### src/sv/lcm_pkg.sv
// Package for the line counting turn maneuver block: codes, state types,
// timing constants and small helper functions.
// No dependencies; imported by lcm_div, lcm_xdet and the top level.
package lcm_pkg;

  // serial divider geometry
  localparam int DIV_W     = 12;
  localparam int DIV_CNT_W = $clog2(DIV_W);
  localparam int DVS_W     = 4;

  // line counting
  localparam int LINES_W   = 4;
  localparam int MAX_LINES = 15;

  // timing constants in milliseconds, and the angle limit
  localparam logic [11:0] TURN_BASE_MS   = 12'd800;
  localparam logic [12:0] BOOST_MS       = 13'd200;
  localparam logic [15:0] FINAL_EXTRA_MS = 16'd100;
  localparam logic [15:0] ELAPSED_MAX    = 16'hFFFF;
  localparam logic [7:0]  ANGLE_MAX      = 8'd180;

  // configuration register indexes
  localparam logic [2:0] CFG_STRAIGHT_ANGLE = 3'd0;
  localparam logic [2:0] CFG_TURN_ANGLE     = 3'd1;
  localparam logic [2:0] CFG_SECOND_DIV     = 3'd2;
  localparam logic [2:0] CFG_CRUISE_SPEED   = 3'd3;
  localparam logic [2:0] CFG_TURNING_SPEED  = 3'd4;
  localparam logic [2:0] CFG_MAX_TURN_MS    = 3'd5;
  localparam logic [2:0] CFG_MIN_TURN_MS    = 3'd6;
  localparam logic [2:0] CFG_CROSS_GUARD_MS = 3'd7;

  // command codes
  typedef enum logic [1:0] {
    CMD_TICK  = 2'd0,
    CMD_START = 2'd1,
    CMD_FWD   = 2'd2,
    CMD_BACK  = 2'd3
  } cmd_t;

  // drive direction codes
  localparam logic [1:0] DIR_STOP = 2'd0;
  localparam logic [1:0] DIR_FWD  = 2'd1;
  localparam logic [1:0] DIR_BACK = 2'd2;

  // reported status codes
  localparam logic [2:0] STS_IDLE       = 3'd0;
  localparam logic [2:0] STS_FIRST      = 3'd1;
  localparam logic [2:0] STS_FIRST_OVER = 3'd2;
  localparam logic [2:0] STS_COUNT      = 3'd3;
  localparam logic [2:0] STS_FINAL      = 3'd4;
  localparam logic [2:0] STS_FINAL_OVER = 3'd5;

  // maneuver phase; the code doubles as the reported status
  typedef enum logic [2:0] {
    PH_IDLE  = 3'd0,
    PH_FIRST = 3'd1,
    PH_COUNT = 3'd3,
    PH_FINAL = 3'd4
  } phase_t;

  // two-sensor crossing detector state
  typedef enum logic [2:0] {
    XS_BOTH_EXP      = 3'd0,
    XS_FIRST_DET     = 3'd1,
    XS_PASS_SEC_EXP  = 3'd2,
    XS_BOTH_DET      = 3'd3,
    XS_PASS_SEC_DET  = 3'd4
  } xstate_t;

  // item sequencer
  typedef enum logic [1:0] {
    SQ_IDLE   = 2'd0,
    SQ_DIV    = 2'd1,
    SQ_COMMIT = 2'd2
  } seq_t;

  // detector result
  typedef struct packed {
    xstate_t nxt;
    logic    line_done;
  } xdet_res_t;

  // saturate a signed angle to 0..180
  function automatic logic [7:0] clamp_angle(input logic signed [9:0] a);
    logic [7:0] r;
    if (a < 0) r = 8'd0;
    else if (a > $signed({2'b00, ANGLE_MAX})) r = ANGLE_MAX;
    else r = a[7:0];
    return r;
  endfunction

  // straight angle plus or minus a steering offset, saturated
  function automatic logic [7:0] steer_calc(input logic [7:0] straight,
                                            input logic [6:0] offset,
                                            input logic left);
    logic signed [9:0] s;
    logic signed [9:0] o;
    s = $signed({2'b00, straight});
    o = $signed({3'b000, offset});
    return clamp_angle(left ? s - o : s + o);
  endfunction

  // lines to count from the signed distance: |d| - 1, zero treated as one
  function automatic logic [LINES_W-1:0] calc_target(input logic signed [4:0] d);
    logic [4:0] mag;
    logic [4:0] tgt;
    mag = d[4] ? (~d + 5'd1) : d;
    if (mag == 5'd0) mag = 5'd1;
    tgt = mag - 5'd1;
    if ({27'd0, tgt} > 32'(MAX_LINES)) tgt = 5'(MAX_LINES);
    return tgt[LINES_W-1:0];
  endfunction

endpackage

### src/sv/lcm_div.sv
// Bit-serial restoring divider: one quotient bit per cycle.
// Depends on lcm_pkg for its widths.
module lcm_div (
  input  logic                        clk,
  input  logic                        rst_n,
  input  logic                        start,
  input  logic [lcm_pkg::DIV_W-1:0]   dividend,
  input  logic [lcm_pkg::DVS_W-1:0]   divisor,
  output logic [lcm_pkg::DIV_W-1:0]   quotient,
  output logic                        done
);
  import lcm_pkg::*;

  logic                 busy_r, busy_nxt;
  logic                 done_r, done_nxt;
  logic [DIV_CNT_W-1:0] cnt_r, cnt_nxt;
  logic [DIV_W-1:0]     quo_r, quo_nxt;
  logic [DVS_W-1:0]     rem_r, rem_nxt;
  logic [DVS_W-1:0]     dvs_r, dvs_nxt;
  logic [DVS_W:0]       rem_sh;
  logic                 ge;

  // one shift-and-subtract step
  always_comb begin
    rem_sh   = {rem_r, quo_r[DIV_W-1]};
    ge       = rem_sh >= {1'b0, dvs_r};
    busy_nxt = busy_r;
    done_nxt = 1'b0;
    cnt_nxt  = cnt_r;
    quo_nxt  = quo_r;
    rem_nxt  = rem_r;
    dvs_nxt  = dvs_r;
    if (start) begin
      busy_nxt = 1'b1;
      cnt_nxt  = '0;
      quo_nxt  = dividend;
      rem_nxt  = '0;
      dvs_nxt  = divisor;
    end else if (busy_r) begin
      quo_nxt = {quo_r[DIV_W-2:0], ge};
      rem_nxt = ge ? DVS_W'(rem_sh - {1'b0, dvs_r}) : rem_sh[DVS_W-1:0];
      cnt_nxt = cnt_r + 1'b1;
      if (cnt_r == DIV_CNT_W'(DIV_W - 1)) begin
        busy_nxt = 1'b0;
        done_nxt = 1'b1;
      end
    end
  end

  // control
  always_ff @(posedge clk) begin
    if (!rst_n) begin
      busy_r <= 1'b0;
      done_r <= 1'b0;
      cnt_r  <= '0;
    end else begin
      busy_r <= busy_nxt;
      done_r <= done_nxt;
      cnt_r  <= cnt_nxt;
    end
  end

  // datapath
  always_ff @(posedge clk) begin
    quo_r <= quo_nxt;
    rem_r <= rem_nxt;
    dvs_r <= dvs_nxt;
  end

  assign quotient = quo_r;
  assign done     = done_r;

endmodule

### src/sv/lcm_xdet.sv
// Five-state crossing detector for a line passed diagonally by two sensors.
// Depends on lcm_pkg for the state type.
module lcm_xdet (
  input  lcm_pkg::xstate_t   cur,
  input  logic               lead,
  input  logic               trail,
  output lcm_pkg::xdet_res_t res
);
  import lcm_pkg::*;

  // leading sensor sees the line first, trailing one second
  always_comb begin
    res.nxt       = cur;
    res.line_done = 1'b0;
    unique case (cur)
      XS_BOTH_EXP: begin
        if (lead) res.nxt = XS_FIRST_DET;
      end
      XS_FIRST_DET: begin
        if (!lead && !trail) res.nxt = XS_PASS_SEC_EXP;
        else if (lead && trail) res.nxt = XS_BOTH_DET;
      end
      XS_PASS_SEC_EXP: begin
        if (!lead && trail) res.nxt = XS_PASS_SEC_DET;
      end
      XS_BOTH_DET: begin
        if (!lead) res.nxt = XS_PASS_SEC_DET;
      end
      XS_PASS_SEC_DET: begin
        if (!lead && !trail) begin
          res.nxt       = XS_BOTH_EXP;
          res.line_done = 1'b1;
        end
      end
      default: res.nxt = XS_BOTH_EXP;
    endcase
  end

endmodule

### src/sv/line_counting_turn_maneuver.sv
// Top level of the line counting turn maneuver: configuration registers,
// item sequencer, maneuver state and output register.
// Depends on lcm_pkg, lcm_div and lcm_xdet.
//
//   channel | direction | handshake             | payload
//   --------+-----------+-----------------------+------------------------------
//   in_     | sink      | in_tvalid/in_tready   | tuser cmd, tdata sensors/dist
//   out_    | source    | out_tvalid/out_tready | tdata status and drive values
//   cfg_    | sink      | cfg_valid/cfg_ready   | cfg_addr index, cfg_data value
//
// Each item is latched at accept, divided in the bit-serial divider (turn
// time on start, counter-turn offset otherwise) and committed once the
// output register is free. One item is in work at a time; a result may
// wait in the output register while the next item is accepted and divided.
// Reset is synchronous and clears all control and maneuver state.
// Configuration writes are always taken.
module line_counting_turn_maneuver (
  input  logic        clk,
  input  logic        rst_n,
  input  logic        in_tvalid,
  output logic        in_tready,
  input  logic [7:0]  in_tdata,   // [4:0] distance, [5] left_sensor, [6] right_sensor
  input  logic [1:0]  in_tuser,   // [1:0] cmd
  output logic        out_tvalid,
  input  logic        out_tready,
  output logic [31:0] out_tdata,  // [2:0] status, [10:3] steer_angle,
                                  // [18:11] drive_speed, [20:19] drive_dir,
                                  // [24:21] lines_seen
  input  logic        cfg_valid,
  output logic        cfg_ready,
  input  logic [2:0]  cfg_addr,
  input  logic [11:0] cfg_data
);
  import lcm_pkg::*;

  // configuration registers
  logic [7:0]  straight_r, cruise_r, turnspd_r;
  logic [6:0]  turn_ang_r;
  logic [3:0]  sec_div_r;
  logic [11:0] max_ms_r, min_ms_r, guard_r;

  // latched item
  cmd_t              cmd_r;
  logic signed [4:0] dist_r;
  logic              lsen_r, rsen_r;

  // maneuver state
  phase_t             phase_r, phase_nxt;
  xstate_t            xst_r, xst_nxt;
  logic [15:0]        elapsed_r, elapsed_nxt;
  logic [12:0]        tdur_r, tdur_nxt;
  logic [LINES_W-1:0] target_r, target_nxt;
  logic [LINES_W-1:0] count_r, count_nxt;
  logic               first_left_r, first_left_nxt;
  logic               boost_r, boost_nxt;
  logic [7:0]         steer_r, steer_nxt;
  logic [7:0]         speed_r, speed_nxt;
  logic [1:0]         dir_r, dir_nxt;
  logic [2:0]         status_c;

  // sequencer and output register
  seq_t        seq_r, seq_nxt;
  logic        out_valid_r;
  logic [31:0] out_data_r;
  logic        accept, commit, div_start, div_done;

  // divider operands
  logic [DIV_W-1:0]   span_c, dividend_c, quotient;
  logic [DVS_W-1:0]   divisor_c;
  logic [LINES_W-1:0] tgt_in, tgt_c;

  // tick evaluation
  logic [15:0] el_inc;
  logic        sense_en, lead, trail, ct;
  xdet_res_t   xres;
  logic [LINES_W-1:0] count_inc;
  logic [12:0] tturn;
  logic [7:0]  straight_sat;

  assign cfg_ready = 1'b1;
  assign accept    = in_tvalid && in_tready;

  // configuration writes
  always_ff @(posedge clk) begin
    if (!rst_n) begin
      straight_r <= 8'd90;
      turn_ang_r <= 7'd30;
      sec_div_r  <= 4'd2;
      cruise_r   <= 8'd200;
      turnspd_r  <= 8'd150;
      max_ms_r   <= 12'd2000;
      min_ms_r   <= 12'd500;
      guard_r    <= 12'd200;
    end else if (cfg_valid && cfg_ready) begin
      unique case (cfg_addr)
        CFG_STRAIGHT_ANGLE: straight_r <= cfg_data[7:0];
        CFG_TURN_ANGLE:     turn_ang_r <= cfg_data[6:0];
        CFG_SECOND_DIV:     sec_div_r  <= cfg_data[3:0];
        CFG_CRUISE_SPEED:   cruise_r   <= cfg_data[7:0];
        CFG_TURNING_SPEED:  turnspd_r  <= cfg_data[7:0];
        CFG_MAX_TURN_MS:    max_ms_r   <= cfg_data;
        CFG_MIN_TURN_MS:    min_ms_r   <= cfg_data;
        CFG_CROSS_GUARD_MS: guard_r    <= cfg_data;
        default: ;
      endcase
    end
  end

  // divider operands chosen at accept
  assign tgt_in = calc_target($signed(in_tdata[4:0]));
  assign span_c = (max_ms_r > TURN_BASE_MS) ? (max_ms_r - TURN_BASE_MS) : '0;

  always_comb begin
    if (cmd_t'(in_tuser) == CMD_START) begin
      dividend_c = span_c;
      divisor_c  = (tgt_in == '0) ? DVS_W'(1) : DVS_W'(tgt_in);
    end else begin
      dividend_c = DIV_W'(turn_ang_r);
      divisor_c  = (sec_div_r == '0) ? DVS_W'(1) : sec_div_r;
    end
  end

  lcm_div u_div (
    .clk      (clk),
    .rst_n    (rst_n),
    .start    (div_start),
    .dividend (dividend_c),
    .divisor  (divisor_c),
    .quotient (quotient),
    .done     (div_done)
  );

  // item latch
  always_ff @(posedge clk) begin
    if (accept) begin
      cmd_r  <= cmd_t'(in_tuser);
      dist_r <= $signed(in_tdata[4:0]);
      lsen_r <= in_tdata[5];
      rsen_r <= in_tdata[6];
    end
  end

  // sequencer: next state and handshake
  always_comb begin
    seq_nxt   = seq_r;
    in_tready = 1'b0;
    div_start = 1'b0;
    commit    = 1'b0;
    unique case (seq_r)
      SQ_IDLE: begin
        in_tready = 1'b1;
        if (in_tvalid) begin
          div_start = 1'b1;
          seq_nxt   = SQ_DIV;
        end
      end
      SQ_DIV: begin
        if (div_done) seq_nxt = SQ_COMMIT;
      end
      SQ_COMMIT: begin
        if (!out_valid_r || out_tready) begin
          commit  = 1'b1;
          seq_nxt = SQ_IDLE;
        end
      end
      default: seq_nxt = SQ_IDLE;
    endcase
  end

  always_ff @(posedge clk) begin
    if (!rst_n) seq_r <= SQ_IDLE;
    else        seq_r <= seq_nxt;
  end

  // crossing detector on the latched sensors
  assign lead  = first_left_r ? lsen_r : rsen_r;
  assign trail = first_left_r ? rsen_r : lsen_r;

  lcm_xdet u_xdet (
    .cur   (xst_r),
    .lead  (lead),
    .trail (trail),
    .res   (xres)
  );

  assign el_inc = (phase_r != PH_IDLE && elapsed_r != ELAPSED_MAX) ?
                  elapsed_r + 16'd1 : elapsed_r;
  assign sense_en     = el_inc >= {4'd0, guard_r};
  assign count_inc    = count_r + 1'b1;
  assign tgt_c        = calc_target(dist_r);
  assign tturn        = {1'b0, TURN_BASE_MS} + 13'(quotient);
  assign straight_sat = (straight_r > ANGLE_MAX) ? ANGLE_MAX : straight_r;

  // maneuver update for the latched item
  always_comb begin
    phase_nxt      = phase_r;
    xst_nxt        = xst_r;
    elapsed_nxt    = elapsed_r;
    tdur_nxt       = tdur_r;
    target_nxt     = target_r;
    count_nxt      = count_r;
    first_left_nxt = first_left_r;
    boost_nxt      = boost_r;
    steer_nxt      = steer_r;
    speed_nxt      = speed_r;
    dir_nxt        = dir_r;
    status_c       = phase_r;
    ct             = 1'b0;
    unique case (cmd_r)
      CMD_START: begin
        target_nxt  = tgt_c;
        count_nxt   = '0;
        xst_nxt     = XS_BOTH_EXP;
        elapsed_nxt = '0;
        phase_nxt   = PH_FIRST;
        if (tgt_c == '0) begin
          tdur_nxt  = boost_r ? {1'b0, min_ms_r} : {1'b0, min_ms_r} + BOOST_MS;
          boost_nxt = 1'b1;
        end else begin
          tdur_nxt = (tturn > {1'b0, max_ms_r}) ? {1'b0, max_ms_r} : tturn;
        end
        first_left_nxt = dist_r[4];
        steer_nxt      = steer_calc(straight_r, turn_ang_r, dist_r[4]);
        speed_nxt      = turnspd_r;
        dir_nxt        = DIR_FWD;
        status_c       = STS_FIRST;
      end
      CMD_FWD, CMD_BACK: begin
        steer_nxt = straight_sat;
        speed_nxt = cruise_r;
        dir_nxt   = (cmd_r == CMD_FWD) ? DIR_FWD : DIR_BACK;
      end
      default: begin
        elapsed_nxt = el_inc;
        if (phase_r == PH_FIRST && el_inc > {3'd0, tdur_r}) begin
          steer_nxt = straight_sat;
          speed_nxt = cruise_r;
          dir_nxt   = DIR_FWD;
          phase_nxt = PH_COUNT;
          ct        = (target_r == '0);
          status_c  = STS_FIRST_OVER;
        end else if (phase_r == PH_FIRST || phase_r == PH_COUNT) begin
          if (sense_en) begin
            xst_nxt = xres.nxt;
            if (xres.line_done) begin
              count_nxt = count_inc;
              ct        = (count_inc == target_r);
            end
          end
          status_c = (phase_r == PH_FIRST) ? STS_FIRST : STS_COUNT;
        end else if (phase_r == PH_FINAL) begin
          if (el_inc > {3'd0, tdur_r} + FINAL_EXTRA_MS) begin
            steer_nxt = straight_sat;
            speed_nxt = cruise_r;
            dir_nxt   = DIR_FWD;
            phase_nxt = PH_IDLE;
            status_c  = STS_FINAL_OVER;
          end else begin
            status_c = STS_FINAL;
          end
        end else begin
          phase_nxt = PH_IDLE;
          status_c  = STS_IDLE;
        end
        // counter-turn to the other side with the reduced offset
        if (ct) begin
          phase_nxt   = PH_FINAL;
          elapsed_nxt = '0;
          steer_nxt   = steer_calc(straight_r, quotient[6:0], !first_left_r);
          speed_nxt   = turnspd_r;
          dir_nxt     = DIR_FWD;
        end
      end
    endcase
  end

  // maneuver state, updated once per item
  always_ff @(posedge clk) begin
    if (!rst_n) begin
      phase_r      <= PH_IDLE;
      xst_r        <= XS_BOTH_EXP;
      elapsed_r    <= '0;
      tdur_r       <= '0;
      target_r     <= '0;
      count_r      <= '0;
      first_left_r <= 1'b0;
      boost_r      <= 1'b0;
      steer_r      <= 8'd90;
      speed_r      <= '0;
      dir_r        <= DIR_STOP;
    end else if (commit) begin
      phase_r      <= phase_nxt;
      xst_r        <= xst_nxt;
      elapsed_r    <= elapsed_nxt;
      tdur_r       <= tdur_nxt;
      target_r     <= target_nxt;
      count_r      <= count_nxt;
      first_left_r <= first_left_nxt;
      boost_r      <= boost_nxt;
      steer_r      <= steer_nxt;
      speed_r      <= speed_nxt;
      dir_r        <= dir_nxt;
    end
  end

  // output register
  always_ff @(posedge clk) begin
    if (!rst_n) begin
      out_valid_r <= 1'b0;
    end else if (commit) begin
      out_valid_r <= 1'b1;
    end else if (out_tready) begin
      out_valid_r <= 1'b0;
    end
  end

  always_ff @(posedge clk) begin
    if (commit) begin
      out_data_r <= {7'd0, count_nxt, dir_nxt, speed_nxt, steer_nxt, status_c};
    end
  end

  assign out_tvalid = out_valid_r;
  assign out_tdata  = out_data_r;

endmodule

### config.mk
export PLATFORM = sky130hd
export DESIGN_NAME = line_counting_turn_maneuver
export DESIGN_NICKNAME = d
export VERILOG_FILES = /design/src/sv/lcm_pkg.sv /design/src/sv/lcm_div.sv /design/src/sv/lcm_xdet.sv /design/src/sv/line_counting_turn_maneuver.sv
export SDC_FILE = /design/constraint.sdc
export NUM_CORES = 1
export LEC_CHECK = 0
export ABC_CLOCK_PERIOD_IN_PS = 6300
export BUFFER_PORTS_ARGS = -buffer_cell sky130_fd_sc_hd__buf_2
export CAP_MARGIN = 15
export CELL_PAD_IN_SITES_DETAIL_PLACEMENT = 1
export CELL_PAD_IN_SITES_GLOBAL_PLACEMENT = 1
export CORE_MARGIN = 10
export CORE_UTILIZATION = 48
export CTS_CLUSTER_DIAMETER = 150
export DETAILED_ROUTE_END_ITERATION = 10
export GPL_TIMING_DRIVEN = 0
export MAX_ROUTING_LAYER = met4
export PLACE_DENSITY_LB_ADDON = 0.15
export SLEW_MARGIN = 20
export SYNTH_ARGS = -nofsm -noshare
export SYNTH_HDL_FRONTEND = slang
export SYNTH_SLANG_ARGS = --single-unit
### constraint.sdc
create_clock -name clk -period 6.3 [get_ports clk]
set_clock_uncertainty 0.05 [all_clocks]
set_input_delay 0.315 -clock clk [delete_from_list [all_inputs] [get_ports clk]]
set_output_delay 0.315 -clock clk [all_outputs]
set_load 0.005 [all_outputs]
==> results of run 1 <==
-- placed cells by master, fill, tap and decap left out, drive strengths merged, types with 6 or more instances in the layout --
| cell type | instances |
|---|---|
| nand2 | 217 |
| nor2b | 28 |
| o211ai | 21 |
| or2 | 6 |
| conb | 8 |
| a22oi | 18 |
| o21a | 9 |
| a21o | 12 |
| nor4 | 14 |
| clkbuf | 75 |
| nand4 | 17 |
| or3 | 10 |
| mux2i | 26 |
| nor3 | 29 |
| a211oi | 21 |
| a21oi | 105 |
| a311oi | 6 |
| nor2 | 110 |
| and3 | 14 |
| ha | 100 |
| and4 | 10 |
| buf | 70 |
| xor2 | 22 |
| xnor2 | 41 |
| inv | 101 |
| dfxtp | 147 |
| nand2b | 18 |
| o31ai | 25 |
| and2 | 8 |
| edfxtp | 50 |
| a211o | 7 |
| o21ai | 78 |
| clkinv | 10 |
| a31oi | 26 |
| mux2 | 11 |
| nand3 | 52 |
| a221oi | 13 |
-- metal layers --
metal	global-route usage, %	vias up	wire (µm)
met4	9.41	0	1330
met5	-	-	0
li1	-	5658	-
met3	3.58	88	2160
met2	44.4	365	21100
met1	34.7	6033	20200
-- cells by family after synthesis --
family | Yosys count | synth area share (%)
compound gates | 400 | 20.7
xor+xnor | 63 | 4.32
fa+ha+maj | 105 | 10.6
buf+inv | 174 | 5.58
flops | 197 | 34.8
mux | 37 | 3.01
other cells | 2 | 0.0589
simple gates | 556 | 20.9
-- power by group through the flow --
| stage | sequential [mW] | combinational, mW | clock (mW) |
|---|---|---|---|
| final | 1.38 | 0.544 | 1.14 |
| after global routing | 1.38 | 0.597 | 1.19 |
| after CTS | 1.38 | 0.534 | 1.14 |
| after detailed placement | 1.41 | 0.525 | 0 |
| after global placement | 1.40 | 0.504 | 0 |
| after floorplan | 1.39 | 0.363 | 0 |
-- area by class of cell --
type | instances | area share [%]
Inverter | 96 | 2.56
Buffer | 78 | 2.50
Timing Repair Buffer | 52 | 1.98
Multi-Input combinational cell | 1169 | 54.2
Clock buffer | 17 | 3.02
Tap cell | 335 | 2.97
Clock inverter | 15 | 1.24
Sequential cell | 197 | 31.5
-- metrics by stage --
stage | std cells | power [mW] | instance area, µm² | hold slack [ns]
2_1_floorplan | 1540 | 1.75 | 12800 | 0.364
3_3_place_gp | 1923 | 1.91 | 13400 | 0.392
3_5_place_dp | 1925 | 1.93 | 13500 | 0.399
4_1_cts | 1959 | 3.06 | 14100 | 0.0273
5_1_grt | 1959 | 3.17 | 14100 | 0.0315
6_report | 1959 | 3.06 | 14100 | 0.0278
-- flip-flops by register name (all words and copies together), names as in the netlist, 12 cells and up --
name            flops
elapsed_r          16
guard_r            12
max_ms_r           12
min_ms_r           12
out_tdata          25
tdur_r             13
u_div.quotient     12
-- path summary, 6_finish.rpt --
check,endpoint,from,slack [ns],cells after the start
worst min register to register,cruise_r[0],cruise_r[0],0.41,2
worst min-delay path,cmd_r[1],in_tuser[1],0.03,1
worst max register to register,speed_r[7],elapsed_r[0],0.35,16
worst max-delay path,speed_r[7],elapsed_r[0],0.35,16
-- repair_timing --
action	in CTS	in global routing
buffers inserted	0	0
setup endpoints to repair	0	2
endpoints found under the hold margin	2	0
hold buffers	2	0
gates resized for setup	0	1
==> results.cfg, run 1 <==
[status]
outcome = finished, final reports clean

[synthesis]
synth_ff_type = dfxtp_1
ys_top_cells_by_area = dfxtp_1 (23%), edfxtp_1 (12%), ha_1 (9.8%), nand2_1 (6.4%), a21oi_1 (4.1%)
ys_ff_latch = 197
netlist.area_leader.share_pct = 23.1
synth.avg_cell_area_um2 = 8.32
yosys.area.top_type = dfxtp_1
synth_common_cells = nand2_1 (217), dfxtp_1 (147), nor2_1 (110), a21oi_1 (104), ha_1 (100)
async_flop_share_pct = 0
synth_cell_types = 88
yosysSeqAreaShare_pct = 34.8
synth_edf_count = 50
yosys_warnings = 0
syn_area_um2 = 12800
synthCells = 1534
yosysMostFrequentCell = nand2_1

[layout]
syn2layout_area_growth_pct = 10.4
final_util_pct = 53.9
fillers = 3206
diodes = 0
drive_above_1_share_pct = 8.19
multi_input_area_um2 = 7640
seq_area_um2 = 4440
fin_nets = 1746

[placed_design]
gp_congestion = 0.941
port_buffers = 48
dpl.hpwl_um = 33900
post-place-ws_ns = 0.344

[die]
core_area_um2 = 26100
start_util_pct = 48.8
rows = 59
die_area_um2 = 33500
die_w_um = 183
die_y_um = 183
io_pins = 65

[critical_path]
critical_path.max_stage_delay_ns = 0.90
critPathBufInv = 0
worstSetupPathType = register to register
cp-start-kind = register
cp_data_arrival_time_ns = 6.28
cpMostUsedCell = a31oi_1
path_max_fanout = 7
crit_chain = ha_1 -> and4_4 -> a31oi_1 -> nand4_1 -> nor2_1 -> xor2_1 -> ha_1 -> nand4_1 -> nor2_1 -> a21boi_0 -> nor4_1 -> o21ai_1 -> a31oi_1 -> o21ai_0 -> a22oi_1 -> a31oi_1
endpoint_kind = register
critPathTopFamily = compound AO/OA/AOI/OAI gates
cp.required_ns = 6.63
slowest_stage = o21ai_0

[routing]
vias = 12100
routedWlPerCell_um = 22.9
routed_wl_um = 44800
dr.pass1.iters = 5
drc_errors = 0
drtIter0Drc = 985
postRouteAntennaNets = 0
vias_per_cell = 6.20

[grt]
grt_max_degree = 22
grt_pass1_vias = 12600
grt-ovfl-total = 0
grt_antenna_before_repair = 0
grt_use_total_pct = 27.4
grt_pass1_wl_um = 71100

[clock_tree]
clockBufferDepth = 2
insertion_delay_ns = 0.46
cts.sinks = 197
cts.htree.levels = 4
cts_buffers = 17
path_clk_slew_ns = 0.09
clockRootBuffer = clkbuf_16
cts_tree = done

[pwr]
pwr-share-comb_pct = 17.8
power.leakage_nw = 5.71
p_clk_share_pct = 37.2
p_switching_mw = 0.997
pwr-share-seq_pct = 45.0
intPower_mw = 2.06
p_sw_share_pct = 32.6
peakVddDrop_mv = 0.162
powerDensity_nw_per_um2 = 217

[timing]
rsz0062_at_grt = no
relSlewSlack_pct = 26.5
min_period_ns = 5.95
setup_slack_ns = 0.351
tightestPinTransition_ns = 1.09
hold_viol_final = 0
slew_violations = 0
setup_viol = 0
fin_crit_sh_pct = 94.4
fmax_ghz = 0.168
setup_tns_ns = 0

[hold_path]
hp-class = primary input to register

[run]
drv_cap = 0
Note: power is estimated with default switching activity, not from simulation.
==> run 2, diff against run 1 <==
- ABC_CLOCK_PERIOD_IN_PS: 6300 -> 7100
- CORE_UTILIZATION: 48 -> 51
- clock period: 6.3 -> 7.1 ns (I/O delays scaled with it)
==> run 2 against run 1 <==
Against the previous run:
- sequential power down 12%
- power down 12%
- design area down 0.43%
- sequential share of layout area up 0.14 points
- routed wire length down 1.2%
- largest power group unchanged
- highest routed layer unchanged
==> results.cfg, run 2 (synthesis gave the netlist of run 1 again) <==
[layout]
largest_reg_flops = 25
drive_above_1_share_pct = 8.15
layout_commonest_cell = nand2_1
diodes = 0
fin_nets = 1742
syn2layout_area_growth_pct = 9.95
final_cell_mix = nand2_1 (217), dfxtp_1 (147), nor2_1 (110)

[critical_path]
critPathTopFamily = compound AO/OA/AOI/OAI gates
cp-start-kind = register
cp.required_ns = 7.34
endpoint_kind = register
slowest_stage = nor2_1
critPathBufInv = 0
cp_data_arrival_time_ns = 6.26
critical_path.max_stage_delay_ns = 0.81
worstSetupPathType = register to register
crit_chain = ha_1 -> and4_4 -> a31oi_1 -> nand4_1 -> nor2_1 -> xor2_1 -> ha_1 -> nand4_1 -> nor2_1 -> a21boi_0 -> o31ai_1 -> a311oi_1 -> nor4_2 -> nor2_1 -> a21oi_1 -> a21oi_1
reg2reg_depth = 16
path_max_fanout = 9
cpMostUsedCell = nor2_1
cp.depth = 16

[grt]
grt_pass1_wl_um = 69600
grt_use_total_pct = 28.6
busiest_layer = met2
grt_max_degree = 35
grt-ovfl-total = 0
grt_pass1_vias = 12500
grtUsageMet2_pct = 46.7
grt_use_met1_pct = 35.4
grt_antenna_before_repair = 0
grt_use_met3_pct = 4.31

[hold_path]
hp-class = primary input to register
min_path_cells = 1

[clock_tree]
clockRootBuffer = clkbuf_16
ctsResizeCount = 0
cts.htree.levels = 4
cts.sinks = 197
cts_tree = done
path_clk_slew_ns = 0.08
clockBufferDepth = 2
cts_setup_buffers = 0
hold_buffers = 0
cts_buffers = 17
insertion_delay_ns = 0.45

[routing]
dr.pass1.iters = 5
vias_per_cell = 6.27
routedWlPerCell_um = 22.8
drc_errors = 0
vias = 12200
postRouteAntennaNets = 0
routed_wl_um = 44300
drtIter0Drc = 1036

[die]
io_pins = 65
rows = 57
die_y_um = 178
core_area_um2 = 24500
start_util_pct = 52.2
die_w_um = 178
die_area_um2 = 31700

[timing]
setup_slack_ns = 1.08
fin_crit_sh_pct = 84.7
relSlewSlack_pct = 27.1
rsz0062_at_grt = no
slew_violations = 0
tightestPinTransition_ns = 1.08
min_period_ns = 6.02
hold_viol_final = 0
fmax_ghz = 0.166
setup_viol = 0
setup_tns_ns = 0

[pwr]
power.leakage_nw = 5.68
powerDensity_nw_per_um2 = 192
peakVddDrop_mv = 0.119

[placed_design]
post-place-ws_ns = 1.21
gp_congestion = 0.947
dpl.hpwl_um = 34000
port_buffers = 48

[status]
outcome = finished, final reports clean

[run]
drv_cap = 0
## run 2: cell types whose count changed in the layout (fill, tap and decap cells not counted), sizes merged
cell,before,now
dlygate4sd3,2,0
inv,101,100
buf,70,68
clkinvlp,0,1
## run 2: final cells by class
type,count,area (µm²)
buffer,78,353
clock buffer,17,425
tap,324,405
multi-input combinational,1169,7640
sequential,197,4440
clock inverter,15,164
fill,3013,10400
inverter,96,360
timing repair buffer,48,240
## run 2: report_power, final
group	internal (mW)	switching, mW
logic	0.169	0.306
registers	1.18	0.0390
clock network	0.472	0.522
total	1.83	0.867
## run 2: path summary, 6_finish.rpt
path                      from           end  slack, ns
setup / recovery  elapsed_r[0]  out_tdata[7]       1.08
setup reg to reg  elapsed_r[0]  out_tdata[7]       1.08
hold reg to reg     guard_r[2]    guard_r[2]       0.41
hold / removal     in_tdata[5]        lsen_r       0.03
## run 2: stage by stage
step	hold slack [ns]	std cells	power [mW]	util (%)	cell area, µm²
floorplan	0.379	1540	1.55	-	12800
global placement	0.393	1912	1.69	54.9	13400
detailed placement	0.399	1912	1.71	54.9	13400
CTS	0.0338	1944	2.68	57.3	14000
global route	0.0298	1944	2.79	57.4	14000
finish	0.0336	1944	2.69	57.4	14000
## run 2: worst register-to-register path, stage by stage (launching register included)
cell	delay (ns)
dfxtp_1	0.44
ha_1	0.33
and4_4	0.24
a31oi_1	0.71
nand4_1	0.41
nor2_1	0.21
xor2_1	0.40
ha_1	0.19
nand4_1	0.13
nor2_1	0.23
a21boi_0	0.28
o31ai_1	0.10
a311oi_1	0.65
nor4_2	0.19
nor2_1	0.81
a21oi_1	0.24
a21oi_1	0.24
## run 2: routing by layer
metal	part of all wire, %	up-vias	routed length (µm)
li1	-	5653	-
met1	43	6000	19000
met2	48	424	21100
met3	6.1	106	2710
met4	3.3	0	1460
met5	0	-	0
==> run 3, diff against run 2 <==
- ABC_CLOCK_PERIOD_IN_PS: 7100 -> 6200
- CORE_UTILIZATION: 51 -> 48
- clock period: 7.1 -> 6.2 ns (I/O delays scaled with it)
==> run 3 against run 2 <==
Against the previous run:
- setup slack got worse by 0.72 ns
- design area grew 0.53%
- worst hold slack worse by 0.011 ns
- final cell count grew 0.77%
- clock-buffer cell count stayed put
- largest power group unchanged
- routed wire length grew 1.6%
- clock power up 17%
- largest cell class unchanged
- critical path depth rose by 2
- combinational power rose by 16%
==> results.cfg, run 3 (synthesis gave the netlist of run 1 again) <==
[status]
outcome = finished, final reports clean

[timing]
setup_slack_ns = 0.367
rsz0062_at_grt = no
fmax_ghz = 0.171
min_period_ns = 5.83
relSlewSlack_pct = 23.8
fin_crit_sh_pct = 94.1
hold_viol_final = 0
setup_viol = 0
tightestPinTransition_ns = 1.13
worst_hold_slack_ns = 0.0225
slew_violations = 0
setup_tns_ns = 0

[placed_design]
placed_area_um2 = 13500
dpl.hpwl_um = 33900
port_buffers = 48
place_inst = 1925
post-place-ws_ns = 0.244
gp_congestion = 0.941

[layout]
seq_area_um2 = 4440
instances_no_fill = 1959
fin_nets = 1746
postLayoutCellArea_um2 = 14100
syn2layout_area_growth_pct = 10.5
final_cell_mix = nand2_1 (217), dfxtp_1 (147), nor2_1 (109)
drive_above_1_share_pct = 8.31
layout_commonest_cell = nand2_1
diodes = 0
multi_input_area_um2 = 7650
largest_reg_flops = 25
fillers = 3207

[critical_path]
cp-start-kind = register
slowest_stage = a311oi_1
critPathBufInv = 1
path_max_fanout = 9
reg2reg_depth = 18
worstSetupPathType = register to register
r2r_start = elapsed_r[0]
cp.depth = 18
critical_path.max_stage_delay_ns = 0.50
startpoint = elapsed_r[0]
cp-endpoint = out_tdata[9]
endpoint_kind = register
crit_chain = ha_1 -> and4_4 -> a311oi_1 -> nand3_1 -> or2_2 -> nor2_1 -> xor2_1 -> ha_1 -> and3_1 -> and3_1 -> a21boi_0 -> o31ai_1 -> nand2b_1 -> clkbuf_1 -> a21oi_2 -> mux2_2 -> a311oi_1 -> nand2_1
r2r_end = out_tdata[9]
cp_data_arrival_time_ns = 5.99
critPathTopFamily = compound AO/OA/AOI/OAI gates
r2r_slack_ns = 0.37
cp.required_ns = 6.36

[clock_tree]
cts_buffers = 17
cts_tree = done
clockBufferDepth = 2
cts.sinks = 197
path_clk_slew_ns = 0.09
clockRootBuffer = clkbuf_16
cts.htree.levels = 4
insertion_delay_ns = 0.46

[grt]
grtUsageMet2_pct = 44.4
grt_use_met1_pct = 34.7
grt_use_met3_pct = 3.58
grt-ovfl-total = 0
busiest_layer = met2
grt_pass1_vias = 12600
grt_max_degree = 22
grt_use_total_pct = 27.4
grt_antenna_before_repair = 0
grt_pass1_wl_um = 71100

[routing]
vias = 12200
dr.pass1.iters = 5
routedWlPerCell_um = 23.0
drtIter0Drc = 1076
drc_errors = 0
postRouteAntennaNets = 0
routed_wl_um = 45000
vias_per_cell = 6.22

[die]
die_w_um = 183
rows = 59
die_area_um2 = 33500
start_util_pct = 48.8
io_pins = 65
core_area_um2 = 26100
die_y_um = 183

[pwr]
powerDensity_nw_per_um2 = 221
power.leakage_nw = 5.71
peakVddDrop_mv = 0.163

[hold_path]
hp-class = primary input to register

[run]
drv_cap = 0
-- run 3: cell count changes in the layout (fill, tap and decap cells not counted), sizes merged --
cell	delta
dlygate4sd3	+2
inv	+1
buf	+2
clkinvlp	-1
-- run 3: metal layers --
layer / vias up / wire (µm) / part of all wire (%)
met3: 76 / 2240 / 5.0
li1: 5656 / - / -
met4: 0 / 1210 / 2.7
met1: 6080 / 20300 / 45
met5: - / 0 / 0
met2: 371 / 21300 / 47
-- run 3: report_power, final --
group          leakage (nW)  switching [mW]  internal (mW)
Combinational          3.74           0.358          0.195
Clock                 0.293           0.614          0.547
Sequential             1.68          0.0439           1.36
Total                  5.71            1.02           2.10
-- run 3: final cells by class --
class / count / share of cell area, %
clock buffer: 17 / 3.02
buffer: 78 / 2.50
multi-input combinational: 1169 / 54.2
clock inverter: 15 / 1.24
tap: 335 / 2.97
sequential: 197 / 31.5
timing repair buffer: 52 / 1.98
inverter: 96 / 2.55
-- run 3: worst min path at each step --
stage | from | endpoint | slack [ns] | depth (start not counted)
floorplan | in_tuser[0] | cmd_r[0] | 0.36 | 0
global placement | cruise_r[0] | cruise_r[0] | 0.39 | 2
detailed placement | guard_r[4] | guard_r[4] | 0.40 | 2
CTS | in_tdata[3] | dist_r[3] | 0.02 | 1
global route | in_tdata[3] | dist_r[3] | 0.03 | 1
finish | in_tuser[1] | cmd_r[1] | 0.02 | 1
-- run 3: timing repair --
action | in CTS | in global routing
hold endpoints to repair | 2 | 0
buffers inserted | 0 | 0
hold buffers | 2 | 0
endpoints found under the setup margin | 0 | 22
gates resized for setup | 0 | 4
-- run 3: metrics by stage --
step | power, mW | util [%]
floorplan | 1.78 | -
global placement | 1.94 | 51.4
detailed placement | 1.96 | 51.5
CTS | 3.10 | 53.9
global route | 3.22 | 54.0
finish | 3.11 | 54.0
